<file path="config.mk">
export PLATFORM = sky130hd
export DESIGN_NAME = waypoint_path_follower
export DESIGN_NICKNAME = d
export VERILOG_FILES = /design/src/design/wpf_pkg.sv /design/src/design/waypoint_path_follower.sv /design/src/design/wpf_mul.sv /design/src/design/wpf_div.sv /design/src/design/wpf_sqrt.sv
export SDC_FILE = /design/constraint.sdc
export NUM_CORES = 2
export LEC_CHECK = 0
export BUFFER_PORTS_ARGS = -buffer_cell sky130_fd_sc_hd__buf_4
export CORE_MARGIN = 4
export CORE_UTILIZATION = 40
export DETAILED_ROUTE_END_ITERATION = 10
export SYNTH_ARGS = -nofsm -noshare
export SYNTH_HDL_FRONTEND = slang
export SYNTH_SLANG_ARGS = --single-unit
</file>
<file path="constraint.sdc">
create_clock -name clk -period 29 [get_ports clk]
set_input_delay 2.9 -clock clk [delete_from_list [all_inputs] [get_ports clk]]
set_output_delay 2.9 -clock clk [all_outputs]
set_load 0.02 [all_outputs]
</file>
<file path="src/design/wpf_pkg.sv">
// Shared widths, codes and types for the waypoint path follower.
package wpf_pkg;

  // field and datapath widths
  localparam int COORD_W = 32;
  localparam int DIFF_W  = 33;   // difference of two coordinates
  localparam int DIR_W   = 18;   // signed Q1.16 direction
  localparam int DIRM_W  = 17;   // direction magnitude
  localparam int STEP_W  = 38;   // step = ms * speed / 1000
  localparam int MS_W    = 16;
  localparam int SPD_W   = 31;

  // serial multiplier: a times b, one bit of b per cycle
  localparam int MUL_AW = 38;
  localparam int MUL_BW = 33;
  localparam int MUL_PW = MUL_AW + MUL_BW;

  // serial divider: one quotient bit per cycle
  localparam int DIV_NW = 49;
  localparam int DIV_DW = 34;

  // serial square root: one root bit per cycle
  localparam int SQ_RW = 68;
  localparam int SQ_QW = SQ_RW / 2;
  localparam int SQ_MW = SQ_QW + 3;

  localparam logic [DIV_DW-1:0] MS_PER_S = DIV_DW'(1000);

  // mode codes
  localparam logic [1:0] MODE_START  = 2'd0;
  localparam logic [1:0] MODE_APPEND = 2'd1;
  localparam logic [1:0] MODE_TICK   = 2'd2;
  localparam logic [1:0] MODE_NONE   = 2'd3;   // unused, position echoed

  // one queued waypoint
  typedef struct packed {
    logic [COORD_W-1:0] x;
    logic [COORD_W-1:0] y;
    logic [COORD_W-1:0] z;
  } wp_t;

endpackage

</file>
<file path="src/design/waypoint_path_follower.sv">
// Waypoint path follower: top level with sequencer, waypoint queue and result register.
//
// One item is worked on at a time; in_ready is high only while the sequencer is idle,
// and the next item is taken while a finished result still waits in the output
// register. All arithmetic runs through three shared bit-serial units: a multiplier,
// a divider and a square root. An append or an unused mode goes straight to the
// result; a path start runs two squares, a root and, for a nonzero length, two divides;
// a tick that advances runs a step multiply and divide, three squares, a root and two
// multiplies; a tick that snaps and pops the next waypoint also re-aims, and one that
// snaps with the queue empty stops.
module waypoint_path_follower #(
  parameter int QUEUE_DEPTH = 16
) (
  input  logic        clk,
  input  logic        rst_n,
  input  logic        in_valid,
  output logic        in_ready,
  input  logic [1:0]  in_mode,
  input  logic [31:0] in_pos_x,
  input  logic [31:0] in_pos_y,
  input  logic [31:0] in_pos_z,
  input  logic [31:0] in_wp_x,
  input  logic [31:0] in_wp_y,
  input  logic [31:0] in_wp_z,
  input  logic [15:0] in_elapsed_ms,
  input  logic [30:0] in_speed,
  output logic        out_valid,
  input  logic        out_ready,
  output logic [31:0] out_new_x,
  output logic [31:0] out_new_y,
  output logic [31:0] out_new_z,
  output logic        out_stopped,
  output logic        out_overflow
);

  localparam int IDX_W = (QUEUE_DEPTH > 1) ? $clog2(QUEUE_DEPTH) : 1;
  localparam int CNT_W = $clog2(QUEUE_DEPTH + 1);

  typedef enum logic [15:0] {
    ST_IDLE  = 16'h0001,
    ST_A_GO  = 16'h0002,
    ST_A_MX  = 16'h0004,
    ST_A_MZ  = 16'h0008,
    ST_A_SQ  = 16'h0010,
    ST_A_DX  = 16'h0020,
    ST_A_DZ  = 16'h0040,
    ST_T_MUL = 16'h0080,
    ST_T_DIV = 16'h0100,
    ST_T_SX  = 16'h0200,
    ST_T_SY  = 16'h0400,
    ST_T_SZ  = 16'h0800,
    ST_T_SQ  = 16'h1000,
    ST_T_AX  = 16'h2000,
    ST_T_AZ  = 16'h4000,
    ST_DONE  = 16'h8000
  } state_t;

  state_t state_r;

  // path state
  wpf_pkg::wp_t                     tgt_r;
  logic [wpf_pkg::DIR_W-1:0]        dir_x_r;
  logic [wpf_pkg::DIR_W-1:0]        dir_z_r;
  logic [IDX_W-1:0]                 head_r;
  logic [CNT_W-1:0]                 count_r;
  wpf_pkg::wp_t                     mem [QUEUE_DEPTH];
  wpf_pkg::wp_t                     rd_r;

  // working registers; nx/ny/nz double as the position being aimed from
  logic [31:0]                      nx_r, ny_r, nz_r;
  logic                             stop_r, ovf_r;
  logic [wpf_pkg::SQ_RW-1:0]        sum_r;
  logic [wpf_pkg::SQ_QW-1:0]        len_r;
  logic [wpf_pkg::STEP_W-1:0]       step_r;

  // result register
  logic                             out_valid_r;
  logic [31:0]                      out_x_r, out_y_r, out_z_r;
  logic                             out_stop_r, out_ovf_r;

  // unit launch registers
  logic                             mul_go_r, div_go_r, sq_go_r;
  logic [wpf_pkg::MUL_AW-1:0]       mul_a_r;
  logic [wpf_pkg::MUL_BW-1:0]       mul_b_r;
  logic [wpf_pkg::DIV_NW-1:0]       div_n_r;
  logic [wpf_pkg::DIV_DW-1:0]       div_d_r;
  logic [wpf_pkg::SQ_RW-1:0]        sq_rad_r;
  logic                             mul_done, div_done, sq_done;
  logic [wpf_pkg::MUL_PW-1:0]       mul_p;
  logic [wpf_pkg::DIV_NW-1:0]       div_q;
  logic [wpf_pkg::SQ_QW-1:0]        sq_root;

  logic                             in_fire, out_fire, q_full, res_load;
  logic [CNT_W:0]                   slot_sum;
  logic [IDX_W-1:0]                 slot, head_inc;
  logic [wpf_pkg::DIFF_W-1:0]       dx, dy, dz, dx_m, dy_m, dz_m;
  logic [wpf_pkg::DIR_W-1:0]        dxm_full, dzm_full;
  logic [wpf_pkg::SQ_RW-1:0]        sum_add;

  assign in_fire  = in_valid && in_ready;
  assign out_fire = out_valid_r && out_ready;
  assign in_ready = (state_r == ST_IDLE);
  assign q_full   = (count_r == CNT_W'(QUEUE_DEPTH));
  // finished result moves into the output register
  assign res_load = (state_r == ST_DONE) && (!out_valid_r || out_ready);

  // queue slot arithmetic, wrapping at the depth
  assign slot_sum = (CNT_W + 1)'(head_r) + (CNT_W + 1)'(count_r);
  assign slot     = (slot_sum >= (CNT_W + 1)'(QUEUE_DEPTH))
                    ? IDX_W'(slot_sum - (CNT_W + 1)'(QUEUE_DEPTH)) : IDX_W'(slot_sum);
  assign head_inc = (head_r == IDX_W'(QUEUE_DEPTH - 1)) ? '0 : head_r + 1'b1;

  // differences from the working position to the target, and magnitudes
  assign dx   = {tgt_r.x[31], tgt_r.x} - {nx_r[31], nx_r};
  assign dy   = {tgt_r.y[31], tgt_r.y} - {ny_r[31], ny_r};
  assign dz   = {tgt_r.z[31], tgt_r.z} - {nz_r[31], nz_r};
  assign dx_m = dx[wpf_pkg::DIFF_W-1] ? ~dx + 1'b1 : dx;
  assign dy_m = dy[wpf_pkg::DIFF_W-1] ? ~dy + 1'b1 : dy;
  assign dz_m = dz[wpf_pkg::DIFF_W-1] ? ~dz + 1'b1 : dz;
  assign dxm_full = dir_x_r[wpf_pkg::DIR_W-1] ? ~dir_x_r + 1'b1 : dir_x_r;
  assign dzm_full = dir_z_r[wpf_pkg::DIR_W-1] ? ~dir_z_r + 1'b1 : dir_z_r;
  assign sum_add  = sum_r + wpf_pkg::SQ_RW'(mul_p);

  // signed direction from a quotient magnitude
  function automatic logic [wpf_pkg::DIR_W-1:0] signed_dir(
    input logic [wpf_pkg::DIV_NW-1:0] q, input logic neg);
    logic [wpf_pkg::DIR_W-1:0] m;
    m = {1'b0, q[wpf_pkg::DIRM_W-1:0]};
    return neg ? ~m + 1'b1 : m;
  endfunction

  // position plus or minus (product >> 16), saturated to 32 bits
  function automatic logic [31:0] sat_move(
    input logic [31:0] p, input logic [wpf_pkg::MUL_PW-1:0] prod, input logic neg);
    logic [40:0] pe, me, r;
    pe = {{9{p[31]}}, p};
    me = {2'b00, prod[54:16]};
    r  = neg ? pe - me : pe + me;
    if (!r[40] && (|r[39:31]))      return 32'h7fff_ffff;
    else if (r[40] && !(&r[39:31])) return 32'h8000_0000;
    else                            return r[31:0];
  endfunction

  // queue storage
  always_ff @(posedge clk) begin
    if (in_fire && (in_mode == wpf_pkg::MODE_APPEND) && !q_full) begin
      mem[slot] <= '{x: in_wp_x, y: in_wp_y, z: in_wp_z};
    end
    rd_r <= mem[head_r];
  end

  // sequencer
  always_ff @(posedge clk) begin
    if (!rst_n) begin
      state_r     <= ST_IDLE;
      tgt_r       <= '0;
      dir_x_r     <= '0;
      dir_z_r     <= '0;
      head_r      <= '0;
      count_r     <= '0;
      out_valid_r <= 1'b0;
      mul_go_r    <= 1'b0;
      div_go_r    <= 1'b0;
      sq_go_r     <= 1'b0;
    end else begin
      mul_go_r <= 1'b0;
      div_go_r <= 1'b0;
      sq_go_r  <= 1'b0;
      if (res_load)      out_valid_r <= 1'b1;
      else if (out_fire) out_valid_r <= 1'b0;

      unique case (state_r)
        ST_IDLE: begin
          if (in_fire) begin
            nx_r   <= in_pos_x;
            ny_r   <= in_pos_y;
            nz_r   <= in_pos_z;
            stop_r <= 1'b0;
            ovf_r  <= 1'b0;
            case (in_mode)
              wpf_pkg::MODE_START: begin
                head_r  <= '0;
                count_r <= '0;
                tgt_r   <= '{x: in_wp_x, y: in_wp_y, z: in_wp_z};
                state_r <= ST_A_GO;
              end
              wpf_pkg::MODE_APPEND: begin
                if (q_full) ovf_r <= 1'b1;
                else        count_r <= count_r + 1'b1;
                state_r <= ST_DONE;
              end
              wpf_pkg::MODE_TICK: begin
                mul_a_r  <= wpf_pkg::MUL_AW'(in_speed);
                mul_b_r  <= wpf_pkg::MUL_BW'(in_elapsed_ms);
                mul_go_r <= 1'b1;
                state_r  <= ST_T_MUL;
              end
              default: state_r <= ST_DONE;
            endcase
          end
        end

        // aim: unit X-Z direction from (nx, nz) to the target
        ST_A_GO: begin
          mul_a_r  <= wpf_pkg::MUL_AW'(dx_m);
          mul_b_r  <= dx_m;
          mul_go_r <= 1'b1;
          state_r  <= ST_A_MX;
        end
        ST_A_MX: begin
          if (mul_done) begin
            sum_r    <= wpf_pkg::SQ_RW'(mul_p);
            mul_a_r  <= wpf_pkg::MUL_AW'(dz_m);
            mul_b_r  <= dz_m;
            mul_go_r <= 1'b1;
            state_r  <= ST_A_MZ;
          end
        end
        ST_A_MZ: begin
          if (mul_done) begin
            sq_rad_r <= sum_add;
            sq_go_r  <= 1'b1;
            state_r  <= ST_A_SQ;
          end
        end
        ST_A_SQ: begin
          if (sq_done) begin
            len_r <= sq_root;
            if (sq_root == '0) begin
              dir_x_r <= '0;
              dir_z_r <= '0;
              state_r <= ST_DONE;
            end else begin
              div_n_r  <= {dx_m, 16'h0000};
              div_d_r  <= sq_root;
              div_go_r <= 1'b1;
              state_r  <= ST_A_DX;
            end
          end
        end
        ST_A_DX: begin
          if (div_done) begin
            dir_x_r  <= signed_dir(div_q, dx[wpf_pkg::DIFF_W-1]);
            div_n_r  <= {dz_m, 16'h0000};
            div_d_r  <= len_r;
            div_go_r <= 1'b1;
            state_r  <= ST_A_DZ;
          end
        end
        ST_A_DZ: begin
          if (div_done) begin
            dir_z_r <= signed_dir(div_q, dz[wpf_pkg::DIFF_W-1]);
            state_r <= ST_DONE;
          end
        end

        // tick: step, distance, then snap or advance
        ST_T_MUL: begin
          if (mul_done) begin
            div_n_r  <= wpf_pkg::DIV_NW'(mul_p);
            div_d_r  <= wpf_pkg::MS_PER_S;
            div_go_r <= 1'b1;
            state_r  <= ST_T_DIV;
          end
        end
        ST_T_DIV: begin
          if (div_done) begin
            step_r   <= div_q[wpf_pkg::STEP_W-1:0];
            mul_a_r  <= wpf_pkg::MUL_AW'(dx_m);
            mul_b_r  <= dx_m;
            mul_go_r <= 1'b1;
            state_r  <= ST_T_SX;
          end
        end
        ST_T_SX: begin
          if (mul_done) begin
            sum_r    <= wpf_pkg::SQ_RW'(mul_p);
            mul_a_r  <= wpf_pkg::MUL_AW'(dy_m);
            mul_b_r  <= dy_m;
            mul_go_r <= 1'b1;
            state_r  <= ST_T_SY;
          end
        end
        ST_T_SY: begin
          if (mul_done) begin
            sum_r    <= sum_add;
            mul_a_r  <= wpf_pkg::MUL_AW'(dz_m);
            mul_b_r  <= dz_m;
            mul_go_r <= 1'b1;
            state_r  <= ST_T_SZ;
          end
        end
        ST_T_SZ: begin
          if (mul_done) begin
            sq_rad_r <= sum_add;
            sq_go_r  <= 1'b1;
            state_r  <= ST_T_SQ;
          end
        end
        ST_T_SQ: begin
          if (sq_done) begin
            if (wpf_pkg::STEP_W'(sq_root) < step_r) begin
              // snap onto the target
              nx_r <= tgt_r.x;
              ny_r <= tgt_r.y;
              nz_r <= tgt_r.z;
              if (count_r != '0) begin
                tgt_r   <= rd_r;
                head_r  <= head_inc;
                count_r <= count_r - 1'b1;
                state_r <= ST_A_GO;
              end else begin
                stop_r  <= 1'b1;
                state_r <= ST_DONE;
              end
            end else begin
              mul_a_r  <= step_r;
              mul_b_r  <= wpf_pkg::MUL_BW'(dxm_full[wpf_pkg::DIRM_W-1:0]);
              mul_go_r <= 1'b1;
              state_r  <= ST_T_AX;
            end
          end
        end
        ST_T_AX: begin
          if (mul_done) begin
            nx_r     <= sat_move(nx_r, mul_p, dir_x_r[wpf_pkg::DIR_W-1]);
            mul_a_r  <= step_r;
            mul_b_r  <= wpf_pkg::MUL_BW'(dzm_full[wpf_pkg::DIRM_W-1:0]);
            mul_go_r <= 1'b1;
            state_r  <= ST_T_AZ;
          end
        end
        ST_T_AZ: begin
          if (mul_done) begin
            nz_r    <= sat_move(nz_r, mul_p, dir_z_r[wpf_pkg::DIR_W-1]);
            state_r <= ST_DONE;
          end
        end

        // hand the result to the output register once it is free
        ST_DONE: begin
          if (res_load) begin
            out_x_r     <= nx_r;
            out_y_r     <= ny_r;
            out_z_r     <= nz_r;
            out_stop_r  <= stop_r;
            out_ovf_r   <= ovf_r;
            state_r     <= ST_IDLE;
          end
        end
        default: state_r <= ST_IDLE;
      endcase
    end
  end

  wpf_mul u_mul (
    .clk   (clk),
    .rst_n (rst_n),
    .start (mul_go_r),
    .a     (mul_a_r),
    .b     (mul_b_r),
    .done  (mul_done),
    .p     (mul_p)
  );

  wpf_div u_div (
    .clk   (clk),
    .rst_n (rst_n),
    .start (div_go_r),
    .n     (div_n_r),
    .d     (div_d_r),
    .done  (div_done),
    .q     (div_q)
  );

  wpf_sqrt u_sqrt (
    .clk   (clk),
    .rst_n (rst_n),
    .start (sq_go_r),
    .rad   (sq_rad_r),
    .done  (sq_done),
    .root  (sq_root)
  );

  assign out_valid    = out_valid_r;
  assign out_new_x    = out_x_r;
  assign out_new_y    = out_y_r;
  assign out_new_z    = out_z_r;
  assign out_stopped  = out_stop_r;
  assign out_overflow = out_ovf_r;

endmodule

</file>
<file path="src/design/wpf_mul.sv">
// Bit-serial shift-add multiplier, one multiplier bit per cycle.
module wpf_mul (
  input  logic                       clk,
  input  logic                       rst_n,
  input  logic                       start,
  input  logic [wpf_pkg::MUL_AW-1:0] a,
  input  logic [wpf_pkg::MUL_BW-1:0] b,
  output logic                       done,
  output logic [wpf_pkg::MUL_PW-1:0] p
);

  localparam int CNT_W = $clog2(wpf_pkg::MUL_BW);

  logic                       busy_r;
  logic                       done_r;
  logic [CNT_W-1:0]           cnt_r;
  logic [wpf_pkg::MUL_PW-1:0] acc_r;
  logic [wpf_pkg::MUL_PW-1:0] ash_r;
  logic [wpf_pkg::MUL_BW-1:0] bsh_r;

  // add the shifted multiplicand for each set multiplier bit
  always_ff @(posedge clk) begin
    if (!rst_n) begin
      busy_r <= 1'b0;
      done_r <= 1'b0;
      cnt_r  <= '0;
    end else begin
      done_r <= 1'b0;
      if (start) begin
        busy_r <= 1'b1;
        cnt_r  <= '0;
        acc_r  <= '0;
        ash_r  <= wpf_pkg::MUL_PW'(a);
        bsh_r  <= b;
      end else if (busy_r) begin
        if (bsh_r[0]) acc_r <= acc_r + ash_r;
        ash_r <= ash_r << 1;
        bsh_r <= bsh_r >> 1;
        if (cnt_r == CNT_W'(wpf_pkg::MUL_BW - 1)) begin
          busy_r <= 1'b0;
          done_r <= 1'b1;
        end else begin
          cnt_r <= cnt_r + 1'b1;
        end
      end
    end
  end

  assign done = done_r;
  assign p    = acc_r;

endmodule

</file>
<file path="src/design/wpf_div.sv">
// Bit-serial restoring divider, one quotient bit per cycle.
module wpf_div (
  input  logic                       clk,
  input  logic                       rst_n,
  input  logic                       start,
  input  logic [wpf_pkg::DIV_NW-1:0] n,
  input  logic [wpf_pkg::DIV_DW-1:0] d,
  output logic                       done,
  output logic [wpf_pkg::DIV_NW-1:0] q
);

  localparam int CNT_W = $clog2(wpf_pkg::DIV_NW);

  logic                       busy_r;
  logic                       done_r;
  logic [CNT_W-1:0]           cnt_r;
  logic [wpf_pkg::DIV_NW-1:0] num_r;
  logic [wpf_pkg::DIV_DW-1:0] den_r;
  logic [wpf_pkg::DIV_DW-1:0] rem_r;
  logic [wpf_pkg::DIV_DW:0]   rem_t;
  logic                       fits;

  // trial subtract of the next partial remainder
  assign rem_t = {rem_r, num_r[wpf_pkg::DIV_NW-1]};
  assign fits  = rem_t >= {1'b0, den_r};

  always_ff @(posedge clk) begin
    if (!rst_n) begin
      busy_r <= 1'b0;
      done_r <= 1'b0;
      cnt_r  <= '0;
    end else begin
      done_r <= 1'b0;
      if (start) begin
        busy_r <= 1'b1;
        cnt_r  <= '0;
        num_r  <= n;
        den_r  <= d;
        rem_r  <= '0;
      end else if (busy_r) begin
        rem_r <= fits ? wpf_pkg::DIV_DW'(rem_t - {1'b0, den_r})
                      : wpf_pkg::DIV_DW'(rem_t);
        num_r <= {num_r[wpf_pkg::DIV_NW-2:0], fits};
        if (cnt_r == CNT_W'(wpf_pkg::DIV_NW - 1)) begin
          busy_r <= 1'b0;
          done_r <= 1'b1;
        end else begin
          cnt_r <= cnt_r + 1'b1;
        end
      end
    end
  end

  assign done = done_r;
  assign q    = num_r;

endmodule

</file>
<file path="src/design/wpf_sqrt.sv">
// Bit-serial integer square root, one root bit per cycle.
module wpf_sqrt (
  input  logic                      clk,
  input  logic                      rst_n,
  input  logic                      start,
  input  logic [wpf_pkg::SQ_RW-1:0] rad,
  output logic                      done,
  output logic [wpf_pkg::SQ_QW-1:0] root
);

  localparam int CNT_W = $clog2(wpf_pkg::SQ_QW);

  logic                      busy_r;
  logic                      done_r;
  logic [CNT_W-1:0]          cnt_r;
  logic [wpf_pkg::SQ_RW-1:0] rad_r;
  logic [wpf_pkg::SQ_MW-1:0] rem_r;
  logic [wpf_pkg::SQ_QW-1:0] root_r;
  logic [wpf_pkg::SQ_MW-1:0] rem_t;
  logic [wpf_pkg::SQ_MW-1:0] trial;
  logic                      fits;

  // bring down two radicand bits, try root*4+1
  assign rem_t = {rem_r[wpf_pkg::SQ_MW-3:0], rad_r[wpf_pkg::SQ_RW-1 -: 2]};
  assign trial = {1'b0, root_r, 2'b01};
  assign fits  = rem_t >= trial;

  always_ff @(posedge clk) begin
    if (!rst_n) begin
      busy_r <= 1'b0;
      done_r <= 1'b0;
      cnt_r  <= '0;
    end else begin
      done_r <= 1'b0;
      if (start) begin
        busy_r <= 1'b1;
        cnt_r  <= '0;
        rad_r  <= rad;
        rem_r  <= '0;
        root_r <= '0;
      end else if (busy_r) begin
        rem_r  <= fits ? rem_t - trial : rem_t;
        root_r <= {root_r[wpf_pkg::SQ_QW-2:0], fits};
        rad_r  <= rad_r << 2;
        if (cnt_r == CNT_W'(wpf_pkg::SQ_QW - 1)) begin
          busy_r <= 1'b0;
          done_r <= 1'b1;
        end else begin
          cnt_r <= cnt_r + 1'b1;
        end
      end
    end
  end

  assign done = done_r;
  assign root = root_r;

endmodule

</file>
==> results_dict.tcl <==
set metrics [dict create \
    ys_types 86 \
    synth_area_um2 134000 \
    cap_viol_max_count 0 \
    max_slew_margin_pct 9.06 \
    slew_viol_final 0 \
    yosysWarnings 0 \
    fin_ws_ns 21.44 \
    endpoint_kind "flop" \
    worstPathRequired_ns 29.61 \
    grt_start_max_net_pins 127 \
    synth_xor_area_share_pct 3.64 \
    seq_area_frac_synth_pct 60.4 \
    ant_nets 0 \
    synth_edf_count 2517 \
    dpl_cell_area_um2 142000 \
    hold_viol 0 \
    io_buffers 344 \
    fp.coreArea_um2 334000 \
    layout_commonest_cell "edfxtp_1" \
    rsz0062_at_grt "false" \
    antenna_found_initial 41 \
    clk_pin_slew_ns 0.06 \
    yosys.area_share.simple_pct 9.82 \
    clockBufferDepth 4 \
    final.period_utilization_pct 26.1 \
    status "finished, final reports clean" \
    via_count 88297 \
    fin_crit_ns 7.56 \
    viasPerCell 5.85 \
    fin_worst_skew_ns 0.0708 \
    place.gp.congestion 0.956 \
    tns_ns 0 \
    holdBufCountCts 0 \
    synthToLayoutAreaGrowth_pct 13.1 \
    wl_mm 422 \
    synth-seq-cells 2798 \
    track_usage_pct 23.7 \
    syn_area_per_cell_um2 13.2 \
    setup_viol 0 \
    rows 212 \
    grt_pass1_vias 86577 \
    clkSinkCount 2798 \
    synth_top_family_by_area "multiplexers" \
    drtIter0Drc 9259 \
    clock_latency_ns 0.93 \
    ys_async_sr_fraction_pct 0 \
    min_path_type "flop to flop" \
    cts_resized 0 \
    htreeDepth 5 \
    post_cts_buffers 0 \
    cts_buffers 306 \
    cts_tree "done" \
    synthMuxAreaShare_pct 10.2 \
    synthAdderAreaFrac_pct 4.15 \
    fp.dieArea_um2 345000 \
    die_w_um 588 \
    synth_compound_area_share_pct 9.37 \
    dp_hpwl_mm 287 \
    worstMarginPinSlew_ns 1.35 \
    critPathKind "flop to flop" \
    cts_root_buf "clkbuf_16" \
    powerDensity_nw_per_um2 72.2 \
    fin_area_um2 152000 \
    synth_flop_cell "edfxtp_1" \
    crit_fanout 29 \
    fin_nets 11139 \
    pin_count 345 \
    grt_pass1_wl_mm 609 \
    startpoint_type "flop" \
    fp.dieH_um 588 \
    power_mw 11.0 \
    layout_common_cells "2517 x edfxtp_1, 1096 x nand2_1, 629 x nor2_1" \
    initial_core_util_pct 40.3 \
    peakVddDrop_uv 58.6 \
    grt_overflow 0 \
    worstPathArrival_ns 8.18 \
    drc_errors 0 \
    dr.pass1.iters 6 \
    wire_per_inst_um 28.0 \
    syn_inst 10190 \
    synth.net_count 10876 \
    place_ws_ns 21.52 \
    p_leak_nw 53.0 \
    max_freq_mhz 132 \
    drive_above_1_share_pct 15.9 \
]
-- path summary, 6_finish.rpt --
check,from,endpoint,slack (ns),cells past startpoint
worst min-delay path,div_d_r[22],u_div.den_r[22],0.41,0
worst max-delay path,u_mul.p[24],nx_r[21],21.44,24
worst min register to register,div_d_r[22],u_div.den_r[22],0.41,0
worst max register to register,u_mul.p[24],nx_r[21],21.44,24
-- critical path, stage by stage, from the launching register on --
cell       delay [ns]
edfxtp_1         0.60
or4_1            0.64
nand4bb_1        0.32
or2_2            0.38
or4_1            0.43
nor3b_1          0.41
and2_1           0.29
nand3_1          0.13
nor3_1           0.28
nor2_1           0.09
xnor2_1          0.17
ha_1             0.37
a21o_1           0.22
a21o_1           0.18
a21o_1           0.19
a21oi_1          0.13
o21ai_0          0.11
a221oi_1         0.40
xnor2_1          0.15
or3b_2           0.48
o31ai_1          0.61
nor2_2           0.04
buf_4            0.26
a221oi_1         0.25
o21ai_0          0.14
-- cells in the mapped netlist, types with 64 or more instances --
library cell  count  area, um2
edfxtp_1       2517      75600
nand2_1        1096       4110
nor2_1          650       2440
a21oi_1         492       2460
mux4_2          480      10800
clkbuf_1        448       1680
o21ai_0         433       2170
ha_1            432       5410
xnor2_1         369       3230
inv_1           337       1260
dfxtp_1         281       5630
nand3_1         259       1300
a21o_1          228       1710
mux2_2          197       2220
xor2_1          190       1660
nand4_1         130        813
nor3_1          122        611
nor2b_1         118        738
and2_1           87        544
buf_1            71        267
o21a_1           71        533
o31ai_1          71        533
mux2i_1          69        691
a22oi_1          68        510
a31oi_1          68        425
and3_1           68        425
nand2b_1         64        400
-- registers in the layout, indices dropped and copies added, names as in the netlist, 33 cells and up --
signal        count
u_div.rem_r      34
mem            1536
u_sqrt.root      34
step_r           38
u_div.den_r      34
u_sqrt.rem_r     35
rd_r             96
mul_b_r          33
div_n_r          49
u_mul.bsh_r      33
u_mul.p          68
sum_r            68
u_div.q          49
sq_rad_r         68
u_sqrt.rad_r     68
div_d_r          34
mul_a_r          38
len_r            34
tgt_r            96
u_mul.ash_r      68
-- cell families (layout without fill, tap and decap cells) --
group | count (synthesis) | after routing
simple gates | 2845 | 2845
xor+xnor | 559 | 559
fa+ha+maj | 441 | 441
compound gates | 1942 | 1942
mux | 746 | 746
buf+inv | 859 | 1372
flops | 2798 | 2798
other cells | 0 | 10
-- where the power goes --
part / internal (mW) / switching [mW]
logic: 0.703 / 1.62
clock network: 2.24 / 1.65
registers: 4.59 / 0.166
-- per-stage QoR --
step | std cells | hold slack [ns] | utilization, %
after global routing | 15091 | 0.431 | 45.5
final | 15100 | 0.411 | 45.5
after CTS | 15089 | 0.412 | 45.5
after detailed placement | 14531 | 0.405 | 42.5
after floorplan | 10190 | 0.400 | -
after global placement | 14531 | 0.405 | 42.5
-- cell type report --
class                   count  area [um2]
fillers                 29528      182000
flip-flops and latches   2798       81200
multi-input cells        6533       50300
clock buffers             397        8330
well taps                4387        5490
repair buffers            476        3750
clock inverters           161        1650
inverters                 338        1280
diodes                     10        25.0
-- metal layers --
layer | GRT usage [%] | wire [um]
met1 | 31.7 | 172000
met2 | 38.2 | 198000
met3 | 4.04 | 30800
met4 | 10.4 | 21500
met5 | 0 | 264
Power figures use the tool's default switching activity.
